===== src/rtl/pendulum_position_pid_drive_unit_assert.svh =====
// ----------------------------------------------------------------------------
// pendulum position pid drive assertion macros
// concurrent check wrappers sampled on clk, masked while rst_n is low
// ----------------------------------------------------------------------------
`ifndef PENDULUM_POSITION_PID_DRIVE_UNIT_ASSERT_SVH
`define PENDULUM_POSITION_PID_DRIVE_UNIT_ASSERT_SVH

`ifndef NO_ASSERTIONS

`define PPD_ASSERT_SAME(name, pre, post) \
    name: assert property (@(posedge clk) disable iff (!rst_n) (pre) |-> (post)) \
        else $error("ppd check failed");

`define PPD_ASSERT_NEXT(name, pre, post) \
    name: assert property (@(posedge clk) disable iff (!rst_n) (pre) |=> (post)) \
        else $error("ppd check failed");

`else

`define PPD_ASSERT_SAME(name, pre, post)

`define PPD_ASSERT_NEXT(name, pre, post)

`endif

`endif


===== src/rtl/ppd_pkg.sv =====
// ----------------------------------------------------------------------------
// pendulum position pid drive package
// widths, reset values, register map and configuration type
// ----------------------------------------------------------------------------
`timescale 1ns / 1ps

package ppd_pkg;

    localparam int FAULT_BAND_DEF  = 800;
    localparam int GAIN_FRAC_DEF   = 8;

    localparam int POS_W   = 16;
    localparam int ANG_W   = 12;
    localparam int GAIN_W  = 16;
    localparam int DUTY_W  = 16;
    localparam int ERR_W   = 17;
    localparam int DIFF_W  = 18;
    localparam int SUM_W   = 32;
    localparam int RAW_W   = 50;
    localparam int DATA_W  = 32;
    localparam int ADDR_W  = 5;

    localparam logic signed [GAIN_W-1:0] RST_GAIN_P  = 16'sd256;
    localparam logic signed [GAIN_W-1:0] RST_GAIN_I  = 16'sd0;
    localparam logic signed [GAIN_W-1:0] RST_GAIN_D  = 16'sd0;
    localparam logic signed [POS_W-1:0]  RST_TARGET  = 16'sd2000;
    localparam logic [DUTY_W-1:0]        RST_LIMIT   = 16'd7000;
    localparam logic [ANG_W-1:0]         RST_CENTER  = 12'd3050;
    localparam logic [ANG_W-1:0]         RST_ST_LOW  = 12'd2850;
    localparam logic [ANG_W-1:0]         RST_ST_HIGH = 12'd3250;

    typedef enum logic [2:0] {
        REG_GAIN_P      = 3'd0,
        REG_GAIN_I      = 3'd1,
        REG_GAIN_D      = 3'd2,
        REG_TARGET_POS  = 3'd3,
        REG_PWM_LIMIT   = 3'd4,
        REG_UPRIGHT_CTR = 3'd5,
        REG_START_LOW   = 3'd6,
        REG_START_HIGH  = 3'd7
    } ppd_reg_t;

    typedef struct packed {
        logic signed [GAIN_W-1:0] gain_p;
        logic signed [GAIN_W-1:0] gain_i;
        logic signed [GAIN_W-1:0] gain_d;
        logic signed [POS_W-1:0]  target_position;
        logic [DUTY_W-1:0]        pwm_limit;
        logic [ANG_W-1:0]         upright_center;
        logic [ANG_W-1:0]         start_low;
        logic [ANG_W-1:0]         start_high;
    } ppd_cfg_t;

endpackage


===== src/rtl/ppd_if.sv =====
// ----------------------------------------------------------------------------
// pendulum position pid drive channels
// valid/ready channels for sensor ticks and drive commands
// ----------------------------------------------------------------------------
`timescale 1ns / 1ps

interface ppd_in_if
    import ppd_pkg::*;
();
    logic                    valid;
    logic                    ready;
    logic signed [POS_W-1:0] encoder_position;
    logic [ANG_W-1:0]        angle_reading;

    modport source (output valid, output encoder_position, output angle_reading,
                    input ready);
    modport sink   (input valid, input encoder_position, input angle_reading,
                    output ready);
endinterface

interface ppd_out_if
    import ppd_pkg::*;
();
    logic              valid;
    logic              ready;
    logic [DUTY_W-1:0] pwm_duty;
    logic              drive_reverse;
    logic              drive_enable;
    logic              start_flag;
    logic              fault;

    modport source (output valid, output pwm_duty, output drive_reverse,
                    output drive_enable, output start_flag, output fault,
                    input ready);
    modport sink   (input valid, input pwm_duty, input drive_reverse,
                    input drive_enable, input start_flag, input fault,
                    output ready);
endinterface


===== src/rtl/ppd_apb_regs.sv =====
// ----------------------------------------------------------------------------
// pendulum position pid drive register file
// apb write and read access to the eight control registers
// ----------------------------------------------------------------------------
`timescale 1ns / 1ps

module ppd_apb_regs
    import ppd_pkg::*;
(
    input  logic              clk,
    input  logic              rst_n,
    input  logic              psel,
    input  logic              penable,
    input  logic              pwrite,
    input  logic [ADDR_W-1:0] paddr,
    input  logic [DATA_W-1:0] pwdata,
    output logic [DATA_W-1:0] prdata,
    output logic              pready,
    output ppd_cfg_t          cfg
);

    ppd_cfg_t cfg_reg;
    ppd_cfg_t cfg_next;
    ppd_reg_t sel;
    logic     wr_en;

    assign pready = 1'b1;
    assign wr_en  = psel && penable && pwrite;
    assign sel    = ppd_reg_t'(paddr[ADDR_W-1:2]);
    assign cfg    = cfg_reg;

    always_comb
    begin
        cfg_next = cfg_reg;
        if (wr_en)
        begin
            unique case (sel)
                REG_GAIN_P:      cfg_next.gain_p          = pwdata[GAIN_W-1:0];
                REG_GAIN_I:      cfg_next.gain_i          = pwdata[GAIN_W-1:0];
                REG_GAIN_D:      cfg_next.gain_d          = pwdata[GAIN_W-1:0];
                REG_TARGET_POS:  cfg_next.target_position = pwdata[POS_W-1:0];
                REG_PWM_LIMIT:   cfg_next.pwm_limit       = pwdata[DUTY_W-1:0];
                REG_UPRIGHT_CTR: cfg_next.upright_center  = pwdata[ANG_W-1:0];
                REG_START_LOW:   cfg_next.start_low       = pwdata[ANG_W-1:0];
                REG_START_HIGH:  cfg_next.start_high      = pwdata[ANG_W-1:0];
                default:         cfg_next = cfg_reg;
            endcase
        end
    end

    always_comb
    begin
        unique case (sel)
            REG_GAIN_P:      prdata = DATA_W'(unsigned'(cfg_reg.gain_p));
            REG_GAIN_I:      prdata = DATA_W'(unsigned'(cfg_reg.gain_i));
            REG_GAIN_D:      prdata = DATA_W'(unsigned'(cfg_reg.gain_d));
            REG_TARGET_POS:  prdata = DATA_W'(unsigned'(cfg_reg.target_position));
            REG_PWM_LIMIT:   prdata = DATA_W'(cfg_reg.pwm_limit);
            REG_UPRIGHT_CTR: prdata = DATA_W'(cfg_reg.upright_center);
            REG_START_LOW:   prdata = DATA_W'(cfg_reg.start_low);
            REG_START_HIGH:  prdata = DATA_W'(cfg_reg.start_high);
            default:         prdata = '0;
        endcase
    end

    always_ff @(posedge clk or negedge rst_n)
    begin
        if (!rst_n)
        begin
            cfg_reg.gain_p          <= RST_GAIN_P;
            cfg_reg.gain_i          <= RST_GAIN_I;
            cfg_reg.gain_d          <= RST_GAIN_D;
            cfg_reg.target_position <= RST_TARGET;
            cfg_reg.pwm_limit       <= RST_LIMIT;
            cfg_reg.upright_center  <= RST_CENTER;
            cfg_reg.start_low       <= RST_ST_LOW;
            cfg_reg.start_high      <= RST_ST_HIGH;
        end
        else
        begin
            cfg_reg <= cfg_next;
        end
    end

endmodule


===== src/rtl/ppd_pid_pipe.sv =====
// ----------------------------------------------------------------------------
// pendulum position pid drive pipeline
// five register stages: capture, error and integral, products, sum, clamp
// ----------------------------------------------------------------------------
`timescale 1ns / 1ps
`include "pendulum_position_pid_drive_unit_assert.svh"

module ppd_pid_pipe
    import ppd_pkg::*;
#(
    parameter int FAULT_BAND     = FAULT_BAND_DEF,
    parameter int GAIN_FRAC_BITS = GAIN_FRAC_DEF
)
(
    input  logic      clk,
    input  logic      rst_n,
    input  ppd_cfg_t  cfg,
    ppd_in_if.sink    tick,
    ppd_out_if.source cmd
);

    localparam int PP_W  = GAIN_W + ERR_W;
    localparam int PI_W  = GAIN_W + SUM_W;
    localparam int PD_W  = GAIN_W + DIFF_W;
    localparam int BND_W = ANG_W + 2;

    localparam logic signed [BND_W-1:0] BAND = BND_W'(FAULT_BAND);

    // stall chain, each stage loads when it is empty or drains
    logic en0, en1, en2, en3, en4;
    logic v0_reg, v1_reg, v2_reg, v3_reg, v4_reg;

    // state
    logic signed [SUM_W-1:0]  error_sum_reg,  error_sum_next;
    logic signed [DIFF_W-1:0] last_error_reg;
    logic                     start_latched_reg, start_latched_next;

    // stage 0
    logic signed [POS_W-1:0] s0_pos_reg;
    logic [ANG_W-1:0]        s0_ang_reg;

    // stage 1
    logic signed [ERR_W-1:0]  err_next;
    logic signed [SUM_W:0]    sum_wide;
    logic signed [DIFF_W-1:0] diff_next;
    logic signed [BND_W-1:0]  ang_s, band_lo, band_hi;
    logic                     fault_next;
    logic signed [ERR_W-1:0]  s1_err_reg;
    logic signed [SUM_W-1:0]  s1_sum_reg;
    logic signed [DIFF_W-1:0] s1_diff_reg;
    logic                     s1_start_reg, s1_fault_reg;

    // stage 2
    logic signed [PP_W-1:0] s2_pp_reg;
    logic signed [PI_W-1:0] s2_pi_reg;
    logic signed [PD_W-1:0] s2_pd_reg;
    logic                   s2_start_reg, s2_fault_reg;

    // stage 3
    logic signed [RAW_W-1:0] s3_raw_reg;
    logic                    s3_start_reg, s3_fault_reg;

    // stage 4
    logic             neg;
    logic [RAW_W-1:0] mag_abs, mag;
    logic [DUTY_W-1:0] duty_next;
    logic [DUTY_W-1:0] duty_reg;
    logic              rev_reg, start_reg, fault_reg;

    assign en4 = !v4_reg || cmd.ready;
    assign en3 = !v3_reg || en4;
    assign en2 = !v2_reg || en3;
    assign en1 = !v1_reg || en2;
    assign en0 = !v0_reg || en1;

    assign tick.ready = en0;

    always_comb
    begin
        err_next  = ERR_W'(cfg.target_position) - ERR_W'(s0_pos_reg);
        sum_wide  = (SUM_W+1)'(error_sum_reg) + (SUM_W+1)'(err_next);
        // saturate the integral on overflow
        if (sum_wide[SUM_W] != sum_wide[SUM_W-1])
        begin
            error_sum_next = {sum_wide[SUM_W], {(SUM_W-1){~sum_wide[SUM_W]}}};
        end
        else
        begin
            error_sum_next = sum_wide[SUM_W-1:0];
        end
        diff_next = DIFF_W'(err_next) - last_error_reg;

        start_latched_next = start_latched_reg
                          || ((s0_ang_reg > cfg.start_low) && (s0_ang_reg < cfg.start_high));

        ang_s      = BND_W'(s0_ang_reg);
        band_lo    = BND_W'(cfg.upright_center) - BAND;
        band_hi    = BND_W'(cfg.upright_center) + BAND;
        fault_next = (ang_s < band_lo) || (ang_s > band_hi);
    end

    always_comb
    begin
        neg       = s3_raw_reg[RAW_W-1];
        mag_abs   = neg ? unsigned'(-s3_raw_reg) : unsigned'(s3_raw_reg);
        mag       = mag_abs >> GAIN_FRAC_BITS;
        duty_next = (mag > RAW_W'(cfg.pwm_limit)) ? cfg.pwm_limit : mag[DUTY_W-1:0];
    end

    always_ff @(posedge clk or negedge rst_n)
    begin
        if (!rst_n)
        begin
            v0_reg            <= 1'b0;
            v1_reg            <= 1'b0;
            v2_reg            <= 1'b0;
            v3_reg            <= 1'b0;
            v4_reg            <= 1'b0;
            error_sum_reg     <= '0;
            last_error_reg    <= '0;
            start_latched_reg <= 1'b0;
        end
        else
        begin
            if (en0)
            begin
                v0_reg <= tick.valid;
            end
            if (en1)
            begin
                v1_reg <= v0_reg;
                if (v0_reg)
                begin
                    error_sum_reg     <= error_sum_next;
                    last_error_reg    <= DIFF_W'(err_next);
                    start_latched_reg <= start_latched_next;
                end
            end
            if (en2)
            begin
                v2_reg <= v1_reg;
            end
            if (en3)
            begin
                v3_reg <= v2_reg;
            end
            if (en4)
            begin
                v4_reg <= v3_reg;
            end
        end
    end

    always_ff @(posedge clk)
    begin
        if (en0)
        begin
            s0_pos_reg <= tick.encoder_position;
            s0_ang_reg <= tick.angle_reading;
        end
        if (en1)
        begin
            s1_err_reg   <= err_next;
            s1_sum_reg   <= error_sum_next;
            s1_diff_reg  <= diff_next;
            s1_start_reg <= start_latched_next;
            s1_fault_reg <= fault_next;
        end
        if (en2)
        begin
            s2_pp_reg    <= PP_W'(cfg.gain_p) * PP_W'(s1_err_reg);
            s2_pi_reg    <= PI_W'(cfg.gain_i) * PI_W'(s1_sum_reg);
            s2_pd_reg    <= PD_W'(cfg.gain_d) * PD_W'(s1_diff_reg);
            s2_start_reg <= s1_start_reg;
            s2_fault_reg <= s1_fault_reg;
        end
        if (en3)
        begin
            s3_raw_reg   <= RAW_W'(s2_pp_reg) + RAW_W'(s2_pi_reg) + RAW_W'(s2_pd_reg);
            s3_start_reg <= s2_start_reg;
            s3_fault_reg <= s2_fault_reg;
        end
        if (en4)
        begin
            duty_reg  <= duty_next;
            rev_reg   <= neg && (mag != '0);
            start_reg <= s3_start_reg;
            fault_reg <= s3_fault_reg;
        end
    end

    assign cmd.valid         = v4_reg;
    assign cmd.pwm_duty      = duty_reg;
    assign cmd.drive_reverse = rev_reg;
    assign cmd.drive_enable  = !fault_reg;
    assign cmd.start_flag    = start_reg;
    assign cmd.fault         = fault_reg;

    `PPD_ASSERT_SAME(a_duty_within_limit, v4_reg, duty_reg <= cfg.pwm_limit)
    `PPD_ASSERT_SAME(a_reverse_has_duty, v4_reg && rev_reg, duty_reg != '0 || cfg.pwm_limit == '0)
    `PPD_ASSERT_NEXT(a_integral_holds, !(en1 && v0_reg), $stable(error_sum_reg))
    `PPD_ASSERT_NEXT(a_start_sticky, start_latched_reg, start_latched_reg)

endmodule


===== src/rtl/pendulum_position_pid_drive_unit.sv =====
// ----------------------------------------------------------------------------
// pendulum position pid drive unit
// pid cart controller with pwm clamp, start latch and angle fault
// ----------------------------------------------------------------------------
// Takes one sensor beat per clock cycle while the command side is ready, and
// returns one drive command beat per sensor beat, in order. Each sensor beat
// passes through the pipeline of capture, error and saturating integral, three
// gain multiplies (the widest 16 x 32 for the integral term), product sum, and
// the truncate and clamp stage. Back pressure on the command side stalls the
// pipeline from the output backwards. The user must write registers over the
// apb port only while no beat is in flight; the block does not enforce it.
`timescale 1ns / 1ps

module pendulum_position_pid_drive_unit
    import ppd_pkg::*;
#(
    parameter int FAULT_BAND     = FAULT_BAND_DEF,
    parameter int GAIN_FRAC_BITS = GAIN_FRAC_DEF
)
(
    input  logic              clk,
    input  logic              rst_n,
    input  logic              psel,
    input  logic              penable,
    input  logic              pwrite,
    input  logic [ADDR_W-1:0] paddr,
    input  logic [DATA_W-1:0] pwdata,
    output logic [DATA_W-1:0] prdata,
    output logic              pready,
    ppd_in_if.sink            tick,
    ppd_out_if.source         cmd
);

    ppd_cfg_t cfg;

    ppd_apb_regs u_regs (
        .clk     (clk),
        .rst_n   (rst_n),
        .psel    (psel),
        .penable (penable),
        .pwrite  (pwrite),
        .paddr   (paddr),
        .pwdata  (pwdata),
        .prdata  (prdata),
        .pready  (pready),
        .cfg     (cfg)
    );

    ppd_pid_pipe #(
        .FAULT_BAND     (FAULT_BAND),
        .GAIN_FRAC_BITS (GAIN_FRAC_BITS)
    ) u_pipe (
        .clk   (clk),
        .rst_n (rst_n),
        .cfg   (cfg),
        .tick  (tick),
        .cmd   (cmd)
    );

endmodule

===== src/flat_wrapper.sv =====
// flat-port wrapper written by rule: the top's interface ports become plain ports
module pendulum_position_pid_drive_unit_flat import ppd_pkg::*;
#(
    parameter int FAULT_BAND     = FAULT_BAND_DEF,
    parameter int GAIN_FRAC_BITS = GAIN_FRAC_DEF
)
  (clk, rst_n, psel, penable, pwrite, paddr, pwdata, prdata, pready, tick_valid, tick_encoder_position, tick_angle_reading, tick_ready, cmd_valid, cmd_pwm_duty, cmd_drive_reverse, cmd_drive_enable, cmd_start_flag, cmd_fault, cmd_ready);
  ppd_in_if tick_i ();
  ppd_out_if cmd_i ();
  input  logic clk;
  input  logic rst_n;
  input  logic psel;
  input  logic penable;
  input  logic pwrite;
  input  logic [ADDR_W-1:0] paddr;
  input  logic [DATA_W-1:0] pwdata;
  output logic [DATA_W-1:0] prdata;
  output logic pready;
  input wire logic [$bits(tick_i.valid)-1:0] tick_valid;
  input wire logic [$bits(tick_i.encoder_position)-1:0] tick_encoder_position;
  input wire logic [$bits(tick_i.angle_reading)-1:0] tick_angle_reading;
  output wire logic [$bits(tick_i.ready)-1:0] tick_ready;
  output wire logic [$bits(cmd_i.valid)-1:0] cmd_valid;
  output wire logic [$bits(cmd_i.pwm_duty)-1:0] cmd_pwm_duty;
  output wire logic [$bits(cmd_i.drive_reverse)-1:0] cmd_drive_reverse;
  output wire logic [$bits(cmd_i.drive_enable)-1:0] cmd_drive_enable;
  output wire logic [$bits(cmd_i.start_flag)-1:0] cmd_start_flag;
  output wire logic [$bits(cmd_i.fault)-1:0] cmd_fault;
  input wire logic [$bits(cmd_i.ready)-1:0] cmd_ready;
  assign tick_i.valid = tick_valid;
  assign tick_i.encoder_position = tick_encoder_position;
  assign tick_i.angle_reading = tick_angle_reading;
  assign tick_ready = tick_i.ready;
  assign cmd_valid = cmd_i.valid;
  assign cmd_pwm_duty = cmd_i.pwm_duty;
  assign cmd_drive_reverse = cmd_i.drive_reverse;
  assign cmd_drive_enable = cmd_i.drive_enable;
  assign cmd_start_flag = cmd_i.start_flag;
  assign cmd_fault = cmd_i.fault;
  assign cmd_i.ready = cmd_ready;
  pendulum_position_pid_drive_unit #(.FAULT_BAND(FAULT_BAND), .GAIN_FRAC_BITS(GAIN_FRAC_BITS)) u_core (.clk(clk), .rst_n(rst_n), .psel(psel), .penable(penable), .pwrite(pwrite), .paddr(paddr), .pwdata(pwdata), .prdata(prdata), .pready(pready), .tick(tick_i), .cmd(cmd_i));
endmodule

===== config.mk =====
export PLATFORM = sky130hd
export DESIGN_NAME = pendulum_position_pid_drive_unit_flat
export DESIGN_NICKNAME = d
export VERILOG_FILES = /design/src/rtl/ppd_pkg.sv /design/src/rtl/ppd_if.sv /design/src/rtl/ppd_apb_regs.sv /design/src/rtl/ppd_pid_pipe.sv /design/src/rtl/pendulum_position_pid_drive_unit.sv /design/src/flat_wrapper.sv
export VERILOG_INCLUDE_DIRS = /design/src /design/src/rtl
export SDC_FILE = /design/constraint.sdc
export NUM_CORES = 2
export LEC_CHECK = 0
export ABC_AREA = 1
export ABC_CLOCK_PERIOD_IN_PS = 6400
export BUFFER_PORTS_ARGS = -buffer_cell sky130_fd_sc_hd__buf_2
export CAP_MARGIN = 0
export CORE_MARGIN = 2
export CORE_UTILIZATION = 48
export DETAILED_ROUTE_END_ITERATION = 8
export PLACE_DENSITY = 0.65
export SYNTH_ARGS = -nofsm -noshare
export SYNTH_HDL_FRONTEND = slang
export SYNTH_SLANG_ARGS = --single-unit

===== constraint.sdc =====
create_clock -name clk -period 6.4 [get_ports clk]
set_input_delay 0.32 -clock clk [delete_from_list [all_inputs] [get_ports clk]]
set_output_delay 0.32 -clock clk [all_outputs]
set_load 0.01 [all_outputs]

# Yosys cells after proc, flatten, opt, wreduce, memory -nomap -nowiden
# Index checks and enable logic that the tools add are counted.
# op_classes
multipliers	3
bitwise	1
reduce_logical	28
muxes	4
n_eq_ne	8
addsub	8
order_cmp	5
# ops
op	n
$pmux 32 s8	1
$add 49x34->50	1
$mux 50	1
$neg 50->50	1
$reduce_bool 50->1	1
$add 33x48->49	1
$mul 16x32->48	1
$gt 42x16->1	1
$mul 16x18->34	1
$add 32x17->33	1
$mul 16x17->33	1
$mux 32	1
$reduce_and 2->1	9
$sub 17x17->18	1
$sub 16x16->17	1
$mux 16	1
$add 12x10->13 const B	1
$gt 12x13->1	1
$lt 13x13->1	1
$sub 12x10->13 const B	1
$eq 3x3->1 const B	4
$gt 12x12->1	1
$lt 12x12->1	1
$logic_or 1x1->1	7
other kinds (7)	16
# word_totals
wordCells	92
out_inout_bits	55
in_bits	72
ff_bits	456

# Depth between registers and ports, before layout
# logic_depth
word_depth	6
depth_mapped	30
mapped_depth_nobuf	29

# By module
# Synthesis repeated with hierarchy kept, for this count alone.
# unflattened
hier_cells	8263
area_unflattened_um2	68004.0
# modules_own_cells
mod	cells_per_inst	instances	area_per_inst_um2	seq_area_each_um2
ppd_pid_pipe	7595	1	62200.9	9934.5
ppd_apb_regs	668	1	5803.1	2944.1

# Worst setup path after synthesis
# Ideal clock, no wire load.
# synth_path
kind	register -> register
startpoint	register u_core.u_pipe.v4_reg, in the netlist u_core.u_pipe.cmd.valid
endpoint	register u_core.u_pipe.s1_diff_reg[0] (enable)
stages_incl_launch_ff	10
required_time_ps	5976
synth_period_minus_slack_ps	6622
n_path_buf	0
t_arrival_ps	6198
setup_time_ps	424
slack_ps	-222
cell_sequence	dfrtp_1 -> inv_1 -> nor2_1 -> inv_1 -> nor2_1 -> inv_1 -> nor2_1 -> inv_1 -> nor2_1 -> inv_1
# synth_via
elab_chain_len	5
# synth_lines
element	line	text
from (decl)	ppd_pid_pipe.sv:31	logic v0_reg, v1_reg, v2_reg, v3_reg, v4_reg;
from (signal assigned)	ppd_pid_pipe.sv:149	v4_reg <= v3_reg;
$logic_not 1->1	ppd_pid_pipe.sv:70	assign en4 = !v4_reg || cmd.ready;
$logic_or 1x1->1	ppd_pid_pipe.sv:70	
via u_core.u_pipe.en4	ppd_pid_pipe.sv:30	logic en0, en1, en2, en3, en4;
$logic_or 1x1->1	ppd_pid_pipe.sv:71	assign en3 = !v3_reg || en4;
via u_core.u_pipe.en3	ppd_pid_pipe.sv:30	
$logic_or 1x1->1	ppd_pid_pipe.sv:72	assign en2 = !v2_reg || en3;
via u_core.u_pipe.en2	ppd_pid_pipe.sv:30	
$logic_or 1x1->1	ppd_pid_pipe.sv:73	assign en1 = !v1_reg || en2;
via u_core.u_pipe.en1	ppd_pid_pipe.sv:30	
to (signal assigned)	ppd_pid_pipe.sv:165	s1_diff_reg <= diff_next;
to (decl)	ppd_pid_pipe.sv:50	logic signed [DIFF_W-1:0] s1_diff_reg;
# The timed path passes the listed nets, and every way through them passes these cells.
# A chain may end at the register's enable or synchronous reset.

# Worst setup path after layout
# layout_path
startpoint	register u_core.u_pipe.s1_diff_reg[16]
endpoint	register u_core.u_pipe.s2_pd_reg[30] (data pin)
# layout_via
elab_chain_len	1
# layout_lines
element	line	text
$mul 16x18->34	ppd_pid_pipe.sv:173	s2_pd_reg <= PD_W'(cfg.gain_d) * PD_W'(s1_diff_reg);
to (signal assigned)	ppd_pid_pipe.sv:173	
to (decl)	ppd_pid_pipe.sv:56	logic signed [PD_W-1:0] s2_pd_reg;
# Every way passes these cells.

==> results.toml <==
[outcome]
outcome = "finished clean"

[critical_path]
cp.depth = 19
critPathMaxFanout = 14
reg2reg_from = "u_core.u_pipe.s1_diff_reg[16]"
rr_worst_depth = 19
path_delay_family = "adder cells"
cpMostUsedCell = "fa_1"
path_buf_inv = 4
crit_chain = "nand2_1, fa_1, inv_1, fa_1, fa_1, fa_1, fa_1, inv_1, fa_1, inv_1, ha_1, inv_1, o21bai_1, a21oi_1, o21ai_0, a221oi_1, nand2_1, nand2_1, nand2_1"
crit_arrival_ns = 6.50
startpoint_type = "register"
critical-path-max-stage-delay_ns = 0.84
slowest_stage = "edfxtp_1"
required_ns = 6.71
critPathLaunch = "u_core.u_pipe.s1_diff_reg[16]"
crit_path_end_kind = "register"
reg2reg_slack_ns = 0.21
criticalPathCategory = "reg2reg"

[worst_hold_path]
hold_path_startpoint = "pwdata[4]"
whs_path_depth = 3
hold_class = "in2reg"

[die]
row_count = 137
core-area_sq_um = 139000
start_util = 0.483
chipWidth_microns = 378
io_pins = 127
die_y_microns = 378
die_area_sq_um = 143000

[placement]
portBuffers = 91
gp_congestion = 0.961
pre_cts_ws_ns = 0.232
dp_hpwl_microns = 162000

[grt]
grt_usage = 0.281
grt_max_degree = 135
grt_pass1_wl_microns = 310000
antenna_found_initial = 23
overflow = 0
grt_pass1_vias = 55900

[yosys]
ys.flop_type = "edfxtp_1"
syn_inst = 8209
ys_warn_count = 0
ys_seq_area_frac = 0.191
synth_most_common_cell = "nand2_1"
syn_area_per_cell_sq_um = 8.20
async_flop_share = 0.375
ys_top_cells_by_area = "fa_1 (33%), edfxtp_1 (13%), nand2_1 (12%), inv_1 (11%), ha_1 (8.5%)"
yosys.area.top_type = "fa_1"
synth_common_cells = "nand2_1 (2,083), inv_1 (2,031), fa_1 (1,104)"
synth-seq-cells = 456
synth_area_sq_um = 67300
yosys.area.top_type_share = 0.328
synth-edff-count = 285
ys_types = 55

[route]
vias_per_cell = 5.20
antenna_left = 0
routedWlPerCell_microns = 19.1
vias = 53400
drc = 0
first_pass_iters = 6
drt_iter0_markers = 4146
wl_microns = 196000

[clock_network]
cts_sinks = 456
htree_levels = 2
cts_root_buf = "clkbuf_16"
cts.clk_slew.worst_paths_ns = 0.06
cts_made_buffers = 50
insertion_delay_ns = 0.64
cts_tree = "done"
clockBufferDepth = 3

[timing]
fin_crit_sh = 0.967
final_max_slew_viol_count = 0
timing.fmax_mhz = 162
tightest_slew_ns = 1.27
layout_setup_ws_ns = 0.210
skew_ns = 0.0337
timing.final.crit_period_ns = 6.19
hold_viol = 0
finalSetupViolations = 0
hold_ws_ns = 0.0373
slew_headroom = 0.150

[flow_run]
cap_violations = 0

[final_layout]
nNetsFinal = 9967
areaGrowthSynthToFinish_pct = 8.82
utilization = 0.526
drive_gt1_frac = 0.0602
largest_reg_flops = 116
[routing by layer]
metal  vias to the layer above  global-route usage  part of all wire
met3                       393              0.0436             0.075
met4                        12              0.0985             0.042
met2                      1793               0.466              0.47
li1                      24700                   -                 -
met5                         -                   0           0.00038
met1                     26400               0.375              0.42
[placed cells by master, fill, tap and decap left out, drive strengths merged, types with 11 or more instances in the layout]
cell type / n
clkbuf: 64
dfstp: 33
dfrtp: 138
buf: 329
nand4: 46
a21oi: 263
xnor2: 68
nor4: 18
inv: 2035
o22ai: 24
a21boi: 13
clkinv: 22
o21a: 14
fa: 1104
edfxtp: 285
nand3: 195
or2: 20
o21bai: 26
dlygate4sd3: 41
a21o: 40
ha: 456
nand2: 2085
nor2: 408
nor3: 43
a31oi: 40
nand3b: 17
xor2: 165
o21ai: 297
conb: 17
a22oi: 11
[stage by stage]
stage                TNS, ns  instances  instance area [sq um]
detailed placement         0      10100                  71000
global route        -0.00211      10300                  73200
CTS                        0      10200                  73000
floorplan                  0       8224                  67400
finish                     0      10300                  73300
global placement           0      10100                  71000
[kinds of logic (layout without fill, tap and decap cells)]
family | after synthesis | count (layout) | synth area share
AND/OR/NAND/NOR | 2842 | 2842 | 0.168
AO/OA/AOI/OAI | 770 | 770 | 0.0646
adder cells (fa/ha/maj) | 1560 | 1560 | 0.413
other | 2 | 22 | 0.000112
flip-flops | 456 | 456 | 0.191
buffers and inverters | 2346 | 2497 | 0.132
XOR/XNOR | 233 | 233 | 0.0304
[worst reg2reg max path: cells and delay by family (launching register included)]
| kind | cells | cell delay, ns |
|---|---|---|
| compound gates | 4 | 0.73 |
| fa+ha+maj | 7 | 3.47 |
| buf+inv | 4 | 0.27 |
| flops | 1 | 0.84 |
| simple gates | 4 | 0.54 |
[timing repair]
action | CTS | global route
setup buffers | 0 | 21
resized for setup | 0 | 20
hold buffers | 41 | 0
hold endpoints to repair | 85 | 0
setup endpoints to repair | 0 | 29
[path summary, 6_finish.rpt]
check,endpoint
worst max register to register,u_core.u_pipe.s2_pd_reg[30]
worst min register to register,u_core.u_pipe.s2_start_reg
min in group asynchronous,u_core.u_pipe.error_sum_reg[31]
max in group asynchronous,u_core.u_regs.cfg[6]
worst min-delay path,u_core.u_regs.cfg[28]
worst max-delay path,u_core.u_pipe.s2_pd_reg[30]
[layout make-up]
type | instances | area (sq um)
tap | 1876 | 2350
clock inverter | 29 | 240
antenna | 5 | 12.5
multi-input combinational | 5422 | 45600
timing repair buffer | 371 | 3130
fill | 13100 | 66100
clock buffer | 63 | 1370
sequential | 456 | 12900
inverter | 2034 | 7640
Power is left out: the tool's default activity adds up to more than one toggle a clock period on the data nets, which glitch-free logic cannot reach.
